==> src/rtl/core/encoder_route_segment_recorder_top_defines.svh <==
// Assertion helpers shared by the RTL of the route segment recorder.
// Both expect i_clk and i_rst_n in the scope where they are used.
`ifndef ENCODER_ROUTE_SEGMENT_RECORDER_TOP_DEFINES_SVH
`define ENCODER_ROUTE_SEGMENT_RECORDER_TOP_DEFINES_SVH

// Same-cycle implication
`define ERSR_ASSERT_IMP(lbl, ante, cons, msg) \
    lbl: assert property (@(posedge i_clk) disable iff (!i_rst_n) (ante) |-> (cons)) \
        else $error(msg);

// Next-cycle implication
`define ERSR_ASSERT_NEXT(lbl, ante, cons, msg) \
    lbl: assert property (@(posedge i_clk) disable iff (!i_rst_n) (ante) |=> (cons)) \
        else $error(msg);

`endif

==> src/rtl/core/ersr_pkg.sv <==
`timescale 1ns / 1ps

package ersr_pkg;

    localparam int SEGMENTS = 32;
    localparam int IDX_W    = $clog2(SEGMENTS + 1);

    localparam logic [7:0] STEP_RESET = 8'd10;
    localparam logic [3:0] DIGIT_MAX  = 4'd9;
    localparam logic [7:0] METER_MAX  = 8'd255;
    localparam logic [7:0] DEG_MAX    = 8'd180;
    localparam logic [7:0] DEG_STEP   = 8'd4;

    localparam logic KIND_PULSE = 1'b0;
    localparam logic KIND_START = 1'b1;

    // register index, taken from paddr[2]
    localparam logic REG_PPCM = 1'b0;
    localparam logic REG_PPFD = 1'b1;

    localparam logic [1:0] DIR_FWD   = 2'd0;
    localparam logic [1:0] DIR_BWD   = 2'd1;
    localparam logic [1:0] DIR_RIGHT = 2'd2;
    localparam logic [1:0] DIR_LEFT  = 2'd3;

    typedef struct packed {
        logic kind;
        logic left_motor_dir;
        logic right_motor_dir;
    } t_in_item;

    typedef struct packed {
        logic [4:0] seg_index;
        logic [1:0] seg_dir;
        logic [7:0] seg_meters;
        logic [3:0] seg_decimeters;
        logic [3:0] seg_centimeters;
        logic [7:0] seg_degrees;
        logic [7:0] seg_pulses;
        logic       table_full;
    } t_out_item;

endpackage

==> src/rtl/core/encoder_route_segment_recorder_top.sv <==
`timescale 1ns / 1ps
// Route segment recorder: takes one encoder item per cycle while o_in_stall is low. When a change
// between straight and turn closes a segment, that segment is loaded into the output register if
// that register is empty or being accepted. The state update is registered digit carry/borrow
// logic. The output side has an output register plus one skid entry. A segment that closes while
// the output register still holds an unaccepted result goes to the skid entry. o_in_stall is high
// only while the skid entry is occupied. It falls in the cycle after the consumer accepts the held
// result. Step registers are written over the APB port at byte addresses 0 and 4. The user must
// write them only while the block is idle; the block itself does not enforce this.
`include "encoder_route_segment_recorder_top_defines.svh"

module encoder_route_segment_recorder_top import ersr_pkg::*; (
    input  logic        i_clk,
    input  logic        i_rst_n,
    // input channel
    input  logic        i_in_valid,
    output logic        o_in_stall,
    input  t_in_item    i_in_item,
    // result channel
    output logic        o_out_valid,
    input  logic        i_out_stall,
    output t_out_item   o_out_item,
    // configuration
    input  logic        psel,
    input  logic        penable,
    input  logic        pwrite,
    input  logic [2:0]  paddr,
    input  logic [31:0] pwdata,
    output logic [31:0] prdata,
    output logic        pready
);

    logic [7:0]       r_ppcm, r_ppfd;
    logic [1:0]       r_cur_dir, n_cur_dir;
    logic             r_armed, n_armed;
    logic [7:0]       r_pulse, n_pulse;
    logic [3:0]       r_centi, n_centi;
    logic [3:0]       r_deci, n_deci;
    logic [7:0]       r_meter, n_meter;
    logic [7:0]       r_degree, n_degree;
    logic [IDX_W-1:0] r_next_index, n_next_index;

    logic             r_out_valid, n_out_valid;
    logic             r_skid_valid, n_skid_valid;
    t_out_item        r_out_item, r_skid_item;

    logic             in_acc, out_take, cfg_wr;
    logic [1:0]       in_dir;
    logic [7:0]       step_cm, step_deg, pulse_inc;
    logic             full;
    logic [IDX_W-1:0] idx;
    logic             res_valid;
    t_out_item        res_item;
    logic             load_out_res, load_out_skid, load_skid;

    // ---------------- configuration ----------------
    assign pready = 1'b1;
    assign cfg_wr = psel && penable && pwrite && pready;
    assign prdata = {24'd0, (paddr[2] == REG_PPFD) ? r_ppfd : r_ppcm};

    always_ff @(posedge i_clk) begin
        if (!i_rst_n) begin
            r_ppcm <= STEP_RESET;
            r_ppfd <= STEP_RESET;
        end else if (cfg_wr) begin
            if (paddr[2] == REG_PPCM) begin
                r_ppcm <= pwdata[7:0];
            end else begin
                r_ppfd <= pwdata[7:0];
            end
        end
    end

    // ---------------- segment update ----------------
    assign o_in_stall = r_skid_valid;
    assign in_acc     = i_in_valid && !r_skid_valid;
    assign out_take   = r_out_valid && !i_out_stall;

    assign step_cm   = (r_ppcm == 8'd0) ? 8'd1 : r_ppcm;
    assign step_deg  = (r_ppfd == 8'd0) ? 8'd1 : r_ppfd;
    assign pulse_inc = r_pulse + 8'd1;

    always_comb begin
        case ({i_in_item.left_motor_dir, i_in_item.right_motor_dir})
            2'b10:   in_dir = DIR_FWD;
            2'b01:   in_dir = DIR_BWD;
            2'b00:   in_dir = DIR_RIGHT;
            default: in_dir = DIR_LEFT;
        endcase
    end

    assign full = (r_next_index >= IDX_W'(SEGMENTS));
    assign idx  = full ? IDX_W'(SEGMENTS - 1) : r_next_index;

    always_comb begin
        res_item.seg_index       = 5'(idx);
        res_item.seg_dir         = r_cur_dir;
        res_item.seg_meters      = r_meter;
        res_item.seg_decimeters  = r_deci;
        res_item.seg_centimeters = r_centi;
        res_item.seg_degrees     = r_degree;
        res_item.seg_pulses      = r_pulse;
        res_item.table_full      = full;
    end

    always_comb begin
        n_cur_dir    = r_cur_dir;
        n_armed      = r_armed;
        n_pulse      = r_pulse;
        n_centi      = r_centi;
        n_deci       = r_deci;
        n_meter      = r_meter;
        n_degree     = r_degree;
        n_next_index = r_next_index;
        res_valid    = 1'b0;

        if (in_acc) begin
            if (i_in_item.kind == KIND_START) begin
                n_armed = 1'b1;
            end else if (r_armed) begin
                n_armed      = 1'b0;
                n_next_index = '0;
                n_cur_dir    = in_dir;
                n_pulse      = 8'd1;
                n_centi      = 4'd0;
                n_deci       = 4'd0;
                n_meter      = 8'd0;
                n_degree     = 8'd0;
            end else if (!in_dir[1] && !r_cur_dir[1]) begin
                // straight: pulses -> cm -> dm -> m
                if (in_dir == r_cur_dir) begin
                    if (pulse_inc >= step_cm) begin
                        n_pulse = 8'd0;
                        if (r_centi >= DIGIT_MAX) begin
                            n_centi = 4'd0;
                            if (r_deci >= DIGIT_MAX) begin
                                n_deci = 4'd0;
                                if (r_meter != METER_MAX) n_meter = r_meter + 8'd1;
                            end else begin
                                n_deci = r_deci + 4'd1;
                            end
                        end else begin
                            n_centi = r_centi + 4'd1;
                        end
                    end else begin
                        n_pulse = pulse_inc;
                    end
                end else if (r_pulse != 8'd0) begin
                    n_pulse = r_pulse - 8'd1;
                end else if (r_centi != 4'd0) begin
                    n_pulse = step_cm - 8'd1;
                    n_centi = r_centi - 4'd1;
                end else if (r_deci != 4'd0) begin
                    n_pulse = step_cm - 8'd1;
                    n_centi = DIGIT_MAX;
                    n_deci  = r_deci - 4'd1;
                end else if (r_meter != 8'd0) begin
                    n_pulse = step_cm - 8'd1;
                    n_centi = DIGIT_MAX;
                    n_deci  = DIGIT_MAX;
                    n_meter = r_meter - 8'd1;
                end else begin
                    // backed past the start: restart the other way
                    n_cur_dir = (r_cur_dir == DIR_FWD) ? DIR_BWD : DIR_FWD;
                    n_pulse   = 8'd1;
                end
            end else if (in_dir[1] && r_cur_dir[1]) begin
                // turn: pulses -> 4 degree steps
                if (in_dir == r_cur_dir) begin
                    n_pulse = pulse_inc;
                    if (pulse_inc >= step_deg) begin
                        n_pulse = 8'd0;
                        if (r_degree < DEG_MAX) n_degree = r_degree + DEG_STEP;
                    end
                    if (n_degree >= DEG_MAX) begin
                        n_degree  = DEG_MAX;
                        n_cur_dir = (r_cur_dir == DIR_LEFT) ? DIR_RIGHT : DIR_LEFT;
                    end
                end else if (r_pulse != 8'd0) begin
                    n_pulse = r_pulse - 8'd1;
                end else if (r_degree >= DEG_STEP) begin
                    n_pulse  = step_deg - 8'd1;
                    n_degree = r_degree - DEG_STEP;
                end else begin
                    n_cur_dir = (r_cur_dir == DIR_LEFT) ? DIR_RIGHT : DIR_LEFT;
                    n_pulse   = 8'd1;
                end
            end else begin
                // kind change closes the segment
                res_valid = 1'b1;
                if (!full) n_next_index = r_next_index + IDX_W'(1);
                n_cur_dir = in_dir;
                n_pulse   = 8'd1;
                n_centi   = 4'd0;
                n_deci    = 4'd0;
                n_meter   = 8'd0;
                n_degree  = 8'd0;
            end
        end
    end

    always_ff @(posedge i_clk) begin
        if (!i_rst_n) begin
            r_cur_dir    <= DIR_FWD;
            r_armed      <= 1'b1;
            r_pulse      <= 8'd0;
            r_centi      <= 4'd0;
            r_deci       <= 4'd0;
            r_meter      <= 8'd0;
            r_degree     <= 8'd0;
            r_next_index <= '0;
        end else begin
            r_cur_dir    <= n_cur_dir;
            r_armed      <= n_armed;
            r_pulse      <= n_pulse;
            r_centi      <= n_centi;
            r_deci       <= n_deci;
            r_meter      <= n_meter;
            r_degree     <= n_degree;
            r_next_index <= n_next_index;
        end
    end

    // ---------------- output register + skid ----------------
    always_comb begin
        n_out_valid   = r_out_valid;
        n_skid_valid  = r_skid_valid;
        load_out_res  = 1'b0;
        load_out_skid = 1'b0;
        load_skid     = 1'b0;
        if (r_skid_valid) begin
            if (out_take) begin
                n_skid_valid  = 1'b0;
                load_out_skid = 1'b1;
            end
        end else if (res_valid) begin
            if (!r_out_valid || out_take) begin
                load_out_res = 1'b1;
                n_out_valid  = 1'b1;
            end else begin
                load_skid    = 1'b1;
                n_skid_valid = 1'b1;
            end
        end else if (out_take) begin
            n_out_valid = 1'b0;
        end
    end

    always_ff @(posedge i_clk) begin
        if (!i_rst_n) begin
            r_out_valid  <= 1'b0;
            r_skid_valid <= 1'b0;
        end else begin
            r_out_valid  <= n_out_valid;
            r_skid_valid <= n_skid_valid;
        end
    end

    always_ff @(posedge i_clk) begin
        if (load_out_res) begin
            r_out_item <= res_item;
        end else if (load_out_skid) begin
            r_out_item <= r_skid_item;
        end
        if (load_skid) begin
            r_skid_item <= res_item;
        end
    end

    assign o_out_valid = r_out_valid;
    assign o_out_item  = r_out_item;

    // ---------------- assertions ----------------
    `ERSR_ASSERT_IMP(a_skid_behind_out, r_skid_valid, r_out_valid,
        "skid entry holds an item while the output register is empty")
    `ERSR_ASSERT_IMP(a_digits_decimal, 1'b1, (r_centi <= DIGIT_MAX) && (r_deci <= DIGIT_MAX),
        "distance digit out of decimal range")
    `ERSR_ASSERT_IMP(a_kind_fields, 1'b1,
        (r_cur_dir[1] && r_meter == 8'd0 && r_deci == 4'd0 && r_centi == 4'd0
         && r_degree <= DEG_MAX) || (!r_cur_dir[1] && r_degree == 8'd0),
        "segment holds fields of the wrong kind")
    `ERSR_ASSERT_IMP(a_index_bound, 1'b1, r_next_index <= IDX_W'(SEGMENTS),
        "segment index ran past the table")
    `ERSR_ASSERT_NEXT(a_start_arms, in_acc && i_in_item.kind == KIND_START, r_armed,
        "start item did not re-arm learning")

endmodule
==> config.mk <==
export PLATFORM = sky130hd
export DESIGN_NAME = encoder_route_segment_recorder_top
export DESIGN_NICKNAME = d
export VERILOG_FILES = /design/src/rtl/core/ersr_pkg.sv /design/src/rtl/core/encoder_route_segment_recorder_top.sv
export VERILOG_INCLUDE_DIRS = /design/src /design/src/rtl/core
export SDC_FILE = /design/constraint.sdc
export NUM_CORES = 1
export LEC_CHECK = 0
export ABC_AREA = 1
export BUFFER_PORTS_ARGS = -buffer_cell sky130_fd_sc_hd__buf_4
export CAP_MARGIN = 20
export CORE_AREA = 2 2 122 124
export CTS_CLUSTER_SIZE = 14
export DETAILED_ROUTE_END_ITERATION = 10
export DIE_AREA = 0 0 124 126
export PLACE_DENSITY = 0.76
export SLEW_MARGIN = 0
export SYNTH_ARGS = -nofsm -noshare
export SYNTH_HDL_FRONTEND = slang
export SYNTH_SLANG_ARGS = --single-unit
==> constraint.sdc <==
create_clock -name i_clk -period 7.8 [get_ports i_clk]
set_clock_uncertainty 0.15 [all_clocks]
set_input_delay 0.39 -clock i_clk [delete_from_list [all_inputs] [get_ports i_clk]]
set_output_delay 0.39 -clock i_clk [all_outputs]
set_load 0.005 [all_outputs]
==> flow_metrics.env, run 1 <==
export IMPL_num_fill_cells=1233
export IMPL_core_area_sq_um=14300
export IMPL_h_tree_depth=4
export IMPL_ys_flop_type="edfxtp_1"
export IMPL_status="finished, final reports clean"
export IMPL_detail_route_antenna_nets=0
export IMPL_netlist_instances=956
export IMPL_synth_top_cells_by_count="198 x nand2_1, 108 x inv_1, 93 x o21ai_0, 76 x edfxtp_1, 75 x nor2_1"
export IMPL_synth_edf_count=76
export IMPL_cts_buffers=17
export IMPL_cp_top_family="simple AND/OR/NAND/NOR gates"
export IMPL_crit_type="register to register"
export IMPL_critical_path_max_stage_delay_ns=0.63
export IMPL_hold_path_class="input port to register"
export IMPL_wl_microns=16800
export IMPL_postCtsHoldBufs=0
export IMPL_fin_cells=1212
export IMPL_required_ns=8.02
export IMPL_power_net_switching_uw=466
export IMPL_p_comb_share_pct=12.7
export IMPL_ys_seq_area_share_pct=44.7
export IMPL_p_sw_share_pct=25.2
export IMPL_crit_arrival_ns=4.13
export IMPL_die_x_microns=124
export IMPL_grt_pass1_vias=5813
export IMPL_p_per_area_nw_per_um2=209
export IMPL_avgSynthCellArea_sq_um=8.02
export IMPL_ir_drop_uv=148
export IMPL_post_place_ws_ns=4.00
export IMPL_gp_congestion=0.908
export IMPL_first_pass_iters=5
export IMPL_viasPerCell=5.39
export IMPL_fin_crit_sh_pct=50.1
export IMPL_cts_tree="yes"
export IMPL_drive_above_1_share_pct=11.7
export IMPL_nNetsFinal=1103
export IMPL_fin_ws_ns=3.90
export IMPL_root_buffer="clkbuf_16"
export IMPL_synth_most_common_cell="nand2_1"
export IMPL_crit_fanout=8
export IMPL_ioPinCount=120
export IMPL_cap_viol_max_count=0
export IMPL_vias=6530
export IMPL_crit_buf_inv=3
export IMPL_grt_max_degree=73
export IMPL_yosysTopAreaCellShare_pct=29.8
export IMPL_clock_path_buffers=2
export IMPL_power_internal_mw=1.38
export IMPL_synthArstFlopShare_pct=0
export IMPL_final_hold_viol_count=0
export IMPL_gr_total_overflow=0
export IMPL_post_cts_setup_buffers=0
export IMPL_yosysWarnings=0
export IMPL_area_delta_synth_final_pct=15.4
export IMPL_crit_chain="inv_1 > nor3_1 > nand3_1 > nor3_1 > xor2_1 > inv_1 > ha_1 > a21oi_1 > o21a_1 > nand2_1 > o22ai_1 > nand3_1 > nand3_1 > nand2_1 > inv_1"
export IMPL_fin_crit_ns=3.90
export IMPL_ys_ff_latch=133
export IMPL_grt_pass1_wl_microns=27900
export IMPL_die_area_sq_um=15600
export IMPL_drt_iter0_markers=628
export IMPL_clock_latency_ns=0.43
export IMPL_worstMarginPinSlew_ns=0.900
export IMPL_cp_slowest_cell="o22ai_1"
export IMPL_drcViolationCount=0
export IMPL_clkSlewWorstSetupHoldPaths_ns=0.06
export IMPL_syn_cell_area_sq_um=7670
export IMPL_drv_slew=0
export IMPL_tns_ns=0
export IMPL_fmax_mhz=256
export IMPL_p_leak_nw=3.92
export IMPL_chipHeight_microns=126
export IMPL_hpwl_microns=11900
export IMPL_end_kind="register"
export IMPL_pwr_share_clk_pct=45.5
export IMPL_slew_headroom_pct=39.9
export IMPL_setup_viol=0
export IMPL_n_antenna_cell=0
export IMPL_initial_core_util_pct=53.6
export IMPL_wl_per_cell_microns=13.9
export IMPL_yosys_cell_types_count=43
export IMPL_io_buffers=66
export IMPL_antenna_found_initial=0
export IMPL_netlist_top_cells_area="edfxtp_1 30%, dfxtp_1 15%, nand2_1 9.7%, ha_1 6.9%, o21ai_0 6.1%"
export IMPL_row_count=44
export IMPL_p_seq_share_pct=41.8
export IMPL_grt_util_all_layers_pct=22.7
export IMPL_startpoint_type="register"
export IMPL_placedCellCount=1180
export IMPL_grt_setup_unrepaired="false"
export IMPL_yosysTopAreaCell="edfxtp_1"
export IMPL_ctsResizeCount=0
export IMPL_clock_sinks=133
[cell families after synthesis]
family                     after synthesis  synth area share [%]
DFF                                    133                  44.7
and+or+nand+nor                        372                  20.5
other                                    2                0.0980
buffers and inverters                  173                  10.1
xor gates and xnor gates                24                  2.74
adders and majority gates               43                  7.12
AOI/OAI and AO/OA                      209                  14.8
[registers in the layout, summed over array words and instances, names as in the netlist, 4 cells and up]
register / cells
r_degree: 6
r_centi: 4
o_out_item: 38
r_ppfd: 8
r_meter: 8
r_skid_item: 38
r_next_index: 6
r_ppcm: 8
r_pulse: 8
r_deci: 4
[through the flow]
step / utilization, % / total power, mW / hold slack [ns] / instance area (sq um)
finish: 61.8 / 1.85 / 0.0326 / 8850
global route: 61.8 / 1.92 / 0.0543 / 8850
CTS: 61.8 / 1.85 / 0.0276 / 8850
detailed placement: 57.5 / 1.02 / 0.278 / 8230
global placement: 57.3 / 1.01 / 0.261 / 8200
floorplan: - / 0.965 / 0.256 / 7760
[worst paths after layout]
kind	startpoint	endpoint	slack [ns]	cells past startpoint
worst max-delay path	r_pulse[0]$_SDFFE_PN0P_	r_pulse[5]$_SDFFE_PN0P_	3.90	15
worst min-delay path	pwdata[1]	r_ppfd[1]$_SDFFE_PN1P_	0.03	3
worst max register to register	r_pulse[0]$_SDFFE_PN0P_	r_pulse[5]$_SDFFE_PN0P_	3.90	15
worst min register to register	r_next_index[5]$_SDFFE_PN0P_	r_skid_item[0]$_DFFE_PP_	0.30	0
[worst reg2reg max path, cell delays in order, from the launching register on]
cell and delay (ns):
dfxtp_1 0.52, inv_1 0.20, nor3_1 0.32, nand3_1 0.19
nor3_1 0.21, xor2_1 0.17, inv_1 0.10, ha_1 0.31
a21oi_1 0.15, o21a_1 0.27, nand2_1 0.26, o22ai_1 0.63
nand3_1 0.14, nand3_1 0.12, nand2_1 0.06, inv_1 0.05
[layer usage]
layer	wire [microns]	up-vias	global-route usage, %
met5	0	-	0
li1	-	3293	-
met2	7880	237	35.8
met4	429	0	9.58
met3	1090	36	4.85
met1	7440	2964	30.3
[cell usage in the layout, fill, tap and decap left out, types with 2 or more instances in the layout]
cell and count:
o22ai_1 4, inv_1 108, dfxtp_1 57, o2111ai_1 2, xor2_1 21, clkbuf_1 4
o21a_1 3, o221ai_1 5, nand2_2 4, nor2_1 74, bufinv_16 4, conb_1 27
ha_1 42, a21oi_1 74, a211oi_1 2, buf_4 69, a32oi_1 2, nor3b_1 3
clkbuf_8 2, o21ai_0 92, edfxtp_1 76, nand3_1 57, xnor2_1 3, nand4_1 15
inv_2 9, nor3_1 16, nor2_4 2, nand2_1 197, a31oi_1 7, clkbuf_16 17
clkinv_2 3, o21ai_1 11
[power by group through the flow]
| stage | Sequential (mW) | Clock (mW) | Combinational [mW] |
|---|---|---|---|
| global placement | 0.786 | 0 | 0.225 |
| floorplan | 0.782 | 0 | 0.184 |
| global route | 0.774 | 0.879 | 0.267 |
| CTS | 0.771 | 0.849 | 0.232 |
| finish | 0.772 | 0.842 | 0.235 |
| detailed placement | 0.786 | 0 | 0.230 |
[layout make-up]
cell class	count	area, sq um	area share [%]
inverters	118	443	5.01
multi-input cells	675	3590	40.5
clock buffers	23	468	5.29
repair buffers	70	546	6.17
well taps	184	230	2.60
flip-flops and latches	133	3420	38.7
clock inverters	9	151	1.71
Note: power is estimated with default switching activity, not from simulation.
==> run 2: changes to the inputs <==
- ABC_AREA: 1 -> 0
- CORE_AREA: 2 2 122 124 -> 2 2 126 128
- DIE_AREA: 0 0 124 126 -> 0 0 128 130
- clock period: 7.8 -> 3.55 ns (I/O delays scaled with it)
==> run 2 against run 1 <==
Effect of this change: sequential share of layout area is 1.5 points lower; non-clock buffer count is 40 higher; critical path depth is 4 lower; register-to-register slack worse by 3.7 ns; final area is 3.9% higher; count of clock-buffer cells in the layout is 5 lower; first-iteration DRC count is 3.3% higher; clock power is 92% higher; utilization is 2.2 points lower; cell count is 8.3% lower; global-route usage is 0.86 points lower; synthesized cell count is 14% lower; highest routed layer unchanged.
==> flow_metrics.env, run 2 <==
export IMPL_ys_flop_type="edfxtp_1"
export IMPL_p_seq_share_pct=44.3
export IMPL_grt_pass1_wl_microns=28800
export IMPL_h_tree_depth=4
export IMPL_finalPower_mw=3.75
export IMPL_synth_top_cells_by_count="104 x nand2_1, 76 x edfxtp_1, 57 x dfxtp_1, 48 x nor2_1, 42 x ha_1"
export IMPL_grt_pass1_vias=5841
export IMPL_n_antenna_cell=0
export IMPL_final_cell_mix="103 x nand2_1, 99 x buf_4, 76 x edfxtp_1"
export IMPL_detail_route_antenna_nets=0
export IMPL_cts_tree="yes"
export IMPL_tns_ns=0
export IMPL_clkSlewWorstSetupHoldPaths_ns=0.06
export IMPL_yosys_cell_types_count=74
export IMPL_final_common_cell="nand2_1"
export IMPL_first_pass_iters=5
export IMPL_vias=6345
export IMPL_ys_ff_latch=133
export IMPL_yosysWarnings=0
export IMPL_syn_cell_area_sq_um=7810
export IMPL_pwr_share_clk_pct=43.1
export IMPL_fin_crit_sh_pct=95.0
export IMPL_crit_chain="inv_1 > buf_4 > ha_1 > ha_1 > a2111oi_4 > o31ai_4 > and2_4 > mux2i_1 > a21boi_2 > o41a_1 > mux2i_1"
export IMPL_fmax_mhz=296
export IMPL_synthArstFlopShare_pct=0
export IMPL_drive_above_1_share_pct=19.5
export IMPL_grt_util_all_layers_pct=21.9
export IMPL_chipHeight_microns=130
export IMPL_crit_type="register to register"
export IMPL_nNetsFinal=994
export IMPL_grt_setup_unrepaired="false"
export IMPL_p_per_area_nw_per_um2=408
export IMPL_fin_cells=1111
export IMPL_drv_slew=0
export IMPL_status="finished, final reports clean"
export IMPL_gr_total_overflow=0
export IMPL_synth_edf_count=76
export IMPL_r2r_slack_ns=0.18
export IMPL_slew_headroom_pct=53.0
export IMPL_yosysTopAreaCell="edfxtp_1"
export IMPL_cp_slowest_cell="o41a_1"
export IMPL_drcViolationCount=0
export IMPL_netlist_instances=823
export IMPL_die_area_sq_um=16600
export IMPL_end_kind="register"
export IMPL_viasPerCell=5.71
export IMPL_critical_path_max_stage_delay_ns=0.43
export IMPL_netlist_top_cells_area="edfxtp_1 29%, dfxtp_1 15%, ha_1 6.7%, nand2_1 5.0%, mux2_2 3.6%"
export IMPL_p_sw_share_pct=25.7
export IMPL_p_leak_nw=3.57
export IMPL_core_area_sq_um=15400
export IMPL_grt_max_degree=73
export IMPL_clock_latency_ns=0.43
export IMPL_antenna_found_initial=0
export IMPL_ioPinCount=120
export IMPL_startpoint_type="register"
export IMPL_crit_arrival_ns=3.54
export IMPL_final_hold_viol_count=0
export IMPL_gp_congestion=0.885
export IMPL_initial_core_util_pct=50.6
export IMPL_crit_fanout=6
export IMPL_required_ns=3.72
export IMPL_area_delta_synth_final_pct=17.8
export IMPL_wl_microns=17700
export IMPL_p_comb_share_pct=12.6
export IMPL_fin_crit_ns=3.37
export IMPL_power_internal_mw=2.79
export IMPL_drt_iter0_markers=649
export IMPL_power_net_switching_uw=962
export IMPL_avgSynthCellArea_sq_um=9.49
export IMPL_placedCellCount=1067
export IMPL_ir_drop_uv=322
export IMPL_wl_per_cell_microns=15.9
export IMPL_ys_seq_area_share_pct=43.8
export IMPL_io_buffers=66
export IMPL_cap_viol_max_count=0
export IMPL_setup_viol=0
export IMPL_row_count=46
export IMPL_yosysTopAreaCellShare_pct=29.2
export IMPL_clock_path_buffers=2
export IMPL_hold_path_class="input port to register"
export IMPL_die_x_microns=128
export IMPL_cts_buffers=17
export IMPL_synth_most_common_cell="nand2_1"
export IMPL_hpwl_microns=12000
export IMPL_worstMarginPinSlew_ns=0.706
export IMPL_clock_sinks=133
export IMPL_root_buffer="clkbuf_16"
-- run 2: cell types whose count changed after synthesis, sizes merged, moves of 26 or more --
| cell | before | now |
|---|---|---|
| a21oi | 75 | 38 |
| o21ai | 104 | 55 |
| nand2 | 201 | 104 |
| nand3 | 57 | 17 |
| a21boi | 0 | 26 |
| inv | 117 | 40 |
| nor2 | 77 | 49 |
-- run 2: cell type report --
class / count / area [sq um]
Multi-Input combinational cell: 604 / 3980
Inverter: 40 / 150
Clock inverter: 14 / 113
Tap cell: 192 / 240
Timing Repair Buffer: 110 / 863
Sequential cell: 133 / 3420
Clock buffer: 18 / 429
Fill cell: 1326 / 6230
-- run 2: timing repair --
item / CTS / global route
endpoints found under the hold margin: 26 / 0
hold buffers: 10 / 0
setup endpoints to repair: 2 / 4
gates resized for setup: 1 / 4
buffers inserted: 2 / 0
pin swaps: 1 / 1
-- run 2: power groups by stage --
| stage | Combinational, mW | Sequential, mW | Clock, mW |
|---|---|---|---|
| floorplan | 0.338 | 1.69 | 0 |
| finish | 0.474 | 1.66 | 1.62 |
| CTS | 0.466 | 1.66 | 1.64 |
| global route | 0.527 | 1.66 | 1.69 |
| global placement | 0.439 | 1.69 | 0 |
| detailed placement | 0.447 | 1.69 | 0 |
-- run 2: worst max-delay path, delay by kind of cell, from the launching register on --
family	cells	cell delay, ns
AOI/OAI and AO/OA	4	1.07
adders and majority gates	2	0.76
DFF	1	0.40
muxes	2	0.37
buffers and inverters	2	0.27
and+or+nand+nor	1	0.24
-- run 2: cells by family after synthesis --
family / share of synthesized area, %
compound gates: 17.0
xor+xnor: 3.36
fa+ha+maj: 6.99
buf+inv: 6.81
flops: 43.8
mux: 4.63
other cells: 0.0962
simple gates: 17.3
-- run 2: routing by layer --
layer | vias up | routed length (microns) | track usage [%] | part of all wire (%)
met5 | - | 0 | 0 | 0
met4 | 0 | 336 | 8.21 | 1.9
met3 | 29 | 915 | 4.47 | 5.2
met2 | 206 | 8600 | 36.6 | 49
met1 | 3014 | 7800 | 28.2 | 44
li1 | 3096 | - | - | -
-- run 2: path summary, 6_finish.rpt --
kind	start	end	depth (start not counted)
worst min register to register	r_ppcm[7]$_SDFFE_PN0P_	r_ppcm[7]$_SDFFE_PN0P_	2
worst min-delay path	i_in_item[0]	r_cur_dir[1]$_SDFFE_PN0P_	4
worst max-delay path	r_pulse[0]$_SDFFE_PN0P_	r_cur_dir[0]$_SDFFE_PN0P_	11
worst max register to register	r_pulse[0]$_SDFFE_PN0P_	r_cur_dir[0]$_SDFFE_PN0P_	11
-- run 2: per-stage QoR --
step / util [%] / hold WS [ns] / setup slack, ns / cell area, sq um
CTS: 59.5 / 0.0670 / 0.110 / 9190
floorplan: - / 0.166 / 0.0786 / 7910
global route: 59.6 / 0.109 / 0.0200 / 9200
finish: 59.6 / 0.0799 / 0.177 / 9200
detailed placement: 55.3 / 0.281 / 0.0135 / 8520
global placement: 55.3 / 0.278 / 0.117 / 8520
==> run 3: changes to the inputs <==
- REMOVE_ABC_BUFFERS: unset -> 1
==> run 3 against run 2 <==
Effect of this change: utilization grew 0.16 points; largest power group is now the clock network; critical path type unchanged; critical path depth grew 1; count of clock-buffer cells in the layout increased by 1.
==> flow_metrics.env, run 3 (synthesized netlist as in run 2, its figures left out) <==
export IMPL_r2r_start="r_pulse[1]$_SDFFE_PN0P_"
export IMPL_end_kind="register"
export IMPL_gr_total_overflow=0
export IMPL_finalPower_mw=3.83
export IMPL_crit_arrival_ns=3.49
export IMPL_drt_iter0_markers=531
export IMPL_critPathLaunch="r_pulse[1]$_SDFFE_PN0P_"
export IMPL_clock_sinks=133
export IMPL_utilization_pct=59.8
export IMPL_clock_path_buffers=2
export IMPL_hp_start="i_in_item[2]"
export IMPL_grt_max_degree=73
export IMPL_clkSlewWorstSetupHoldPaths_ns=0.06
export IMPL_chipHeight_microns=130
export IMPL_hpwl_microns=11900
export IMPL_viasPerCell=5.67
export IMPL_drcViolationCount=0
export IMPL_setup_viol=0
export IMPL_num_fill_cells=1330
export IMPL_cap_viol_max_count=0
export IMPL_nNetsFinal=991
export IMPL_antenna_found_initial=0
export IMPL_grt_setup_unrepaired="false"
export IMPL_final_hold_viol_count=0
export IMPL_fin_ws_ns=0.224
export IMPL_final_common_cell="nand2_1"
export IMPL_cts_tree="yes"
export IMPL_crit_chain="buf_4 > ha_1 > xor2_1 > ha_1 > o21a_1 > nor2_1 > o31ai_4 > and2_2 > mux2i_1 > a21boi_4 > o41a_1 > mux2i_1"
export IMPL_drv_slew=0
export IMPL_wl_per_cell_microns=16.0
export IMPL_clock_latency_ns=0.43
export IMPL_post_place_ws_ns=0.188
export IMPL_crit_fanout=7
export IMPL_cts_buffers=17
export IMPL_p_per_area_nw_per_um2=415
export IMPL_regArea_sq_um=3420
export IMPL_crit_type="register to register"
export IMPL_worst_hold_path_num_cells=4
export IMPL_critical_path_max_stage_delay_ns=0.43
export IMPL_row_count=46
export IMPL_drive_above_1_share_pct=19.3
export IMPL_startpoint_type="register"
export IMPL_initial_core_util_pct=50.6
export IMPL_ir_drop_uv=359
export IMPL_worstMarginPinSlew_ns=0.705
export IMPL_grt_pass1_vias=5861
export IMPL_final_cell_mix="103 x nand2_1, 95 x buf_4, 76 x edfxtp_1"
export IMPL_wl_microns=17700
export IMPL_grt_util_all_layers_pct=21.8
export IMPL_r2r_cells=12
export IMPL_n_antenna_cell=0
export IMPL_fin_crit_sh_pct=93.7
export IMPL_first_pass_iters=5
export IMPL_gp_congestion=0.931
export IMPL_whs_ns=0.0735
export IMPL_area_delta_synth_final_pct=18.1
export IMPL_cp_slowest_cell="o41a_1"
export IMPL_status="finished, final reports clean"
export IMPL_root_buffer="clkbuf_16"
export IMPL_slew_headroom_pct=53.0
export IMPL_fin_crit_ns=3.33
export IMPL_io_buffers=66
export IMPL_vias=6284
export IMPL_die_area_sq_um=16600
export IMPL_core_area_sq_um=15400
export IMPL_grt_pass1_wl_microns=28700
export IMPL_detail_route_antenna_nets=0
export IMPL_h_tree_depth=4
export IMPL_fmax_mhz=301
export IMPL_die_x_microns=128
export IMPL_p_leak_nw=3.58
export IMPL_post_cts_setup_buffers=0
export IMPL_multi_input_area_sq_um=3990
export IMPL_required_ns=3.71
export IMPL_ioPinCount=120
export IMPL_r2r_slack_ns=0.22
export IMPL_hold_path_class="input port to register"
[run 3: worst max-delay path, delay by kind of cell (launching register included)]
family / cells / cell delay (ns)
xor+xnor: 1 / 0.32
buf+inv: 1 / 0.16
mux: 2 / 0.45
fa+ha+maj: 2 / 0.57
flops: 1 / 0.33
simple gates: 2 / 0.33
compound gates: 4 / 0.92
[run 3: per-layer routing]
| layer | GRT usage (%) | vias up | wire [microns] |
|---|---|---|---|
| li1 | - | 3089 | - |
| met1 | 28.2 | 2949 | 8150 |
| met2 | 35.3 | 215 | 8210 |
| met3 | 5.29 | 31 | 968 |
| met4 | 9.18 | 0 | 369 |
| met5 | 0 | - | 0 |
[run 3: worst paths after layout]
check	end
worst min-delay path	r_pulse[6]$_SDFFE_PN0P_
worst min register to register	r_ppcm[0]$_SDFFE_PN0P_
worst max register to register	r_cur_dir[0]$_SDFFE_PN0P_
worst max-delay path	r_cur_dir[0]$_SDFFE_PN0P_
[run 3: layout make-up]
| type | count | share of cell area, % |
|---|---|---|
| multi-input combinational | 604 | 43.3 |
| clock inverter | 13 | 1.44 |
| tap | 192 | 2.60 |
| sequential | 133 | 37.1 |
| clock buffer | 19 | 4.69 |
| inverter | 40 | 1.63 |
| timing repair buffer | 107 | 9.25 |
[run 3: timing repair]
action                                  CTS  global route
hold buffers                             10             0
hold endpoints to repair                 19             0
endpoints found under the setup margin    0             6
gates resized for setup                   0             5
[run 3: per-stage QoR]
step / TNS (ns) / std cells / area, sq um
global placement: 0 / 1066 / 8530
global route: 0 / 1108 / 9220
finish: 0 / 1108 / 9220
detailed placement: 0 / 1066 / 8530
floorplan: -6.57 / 777 / 7520
CTS: 0 / 1108 / 9200
[run 3: report_power, final]
part | internal [mW] | leakage (nW) | switching [mW] | total (mW)
Clock | 1.03 | 0.269 | 0.673 | 1.70
Combinational | 0.192 | 2.12 | 0.277 | 0.469
Sequential | 1.64 | 1.19 | 0.0203 | 1.66
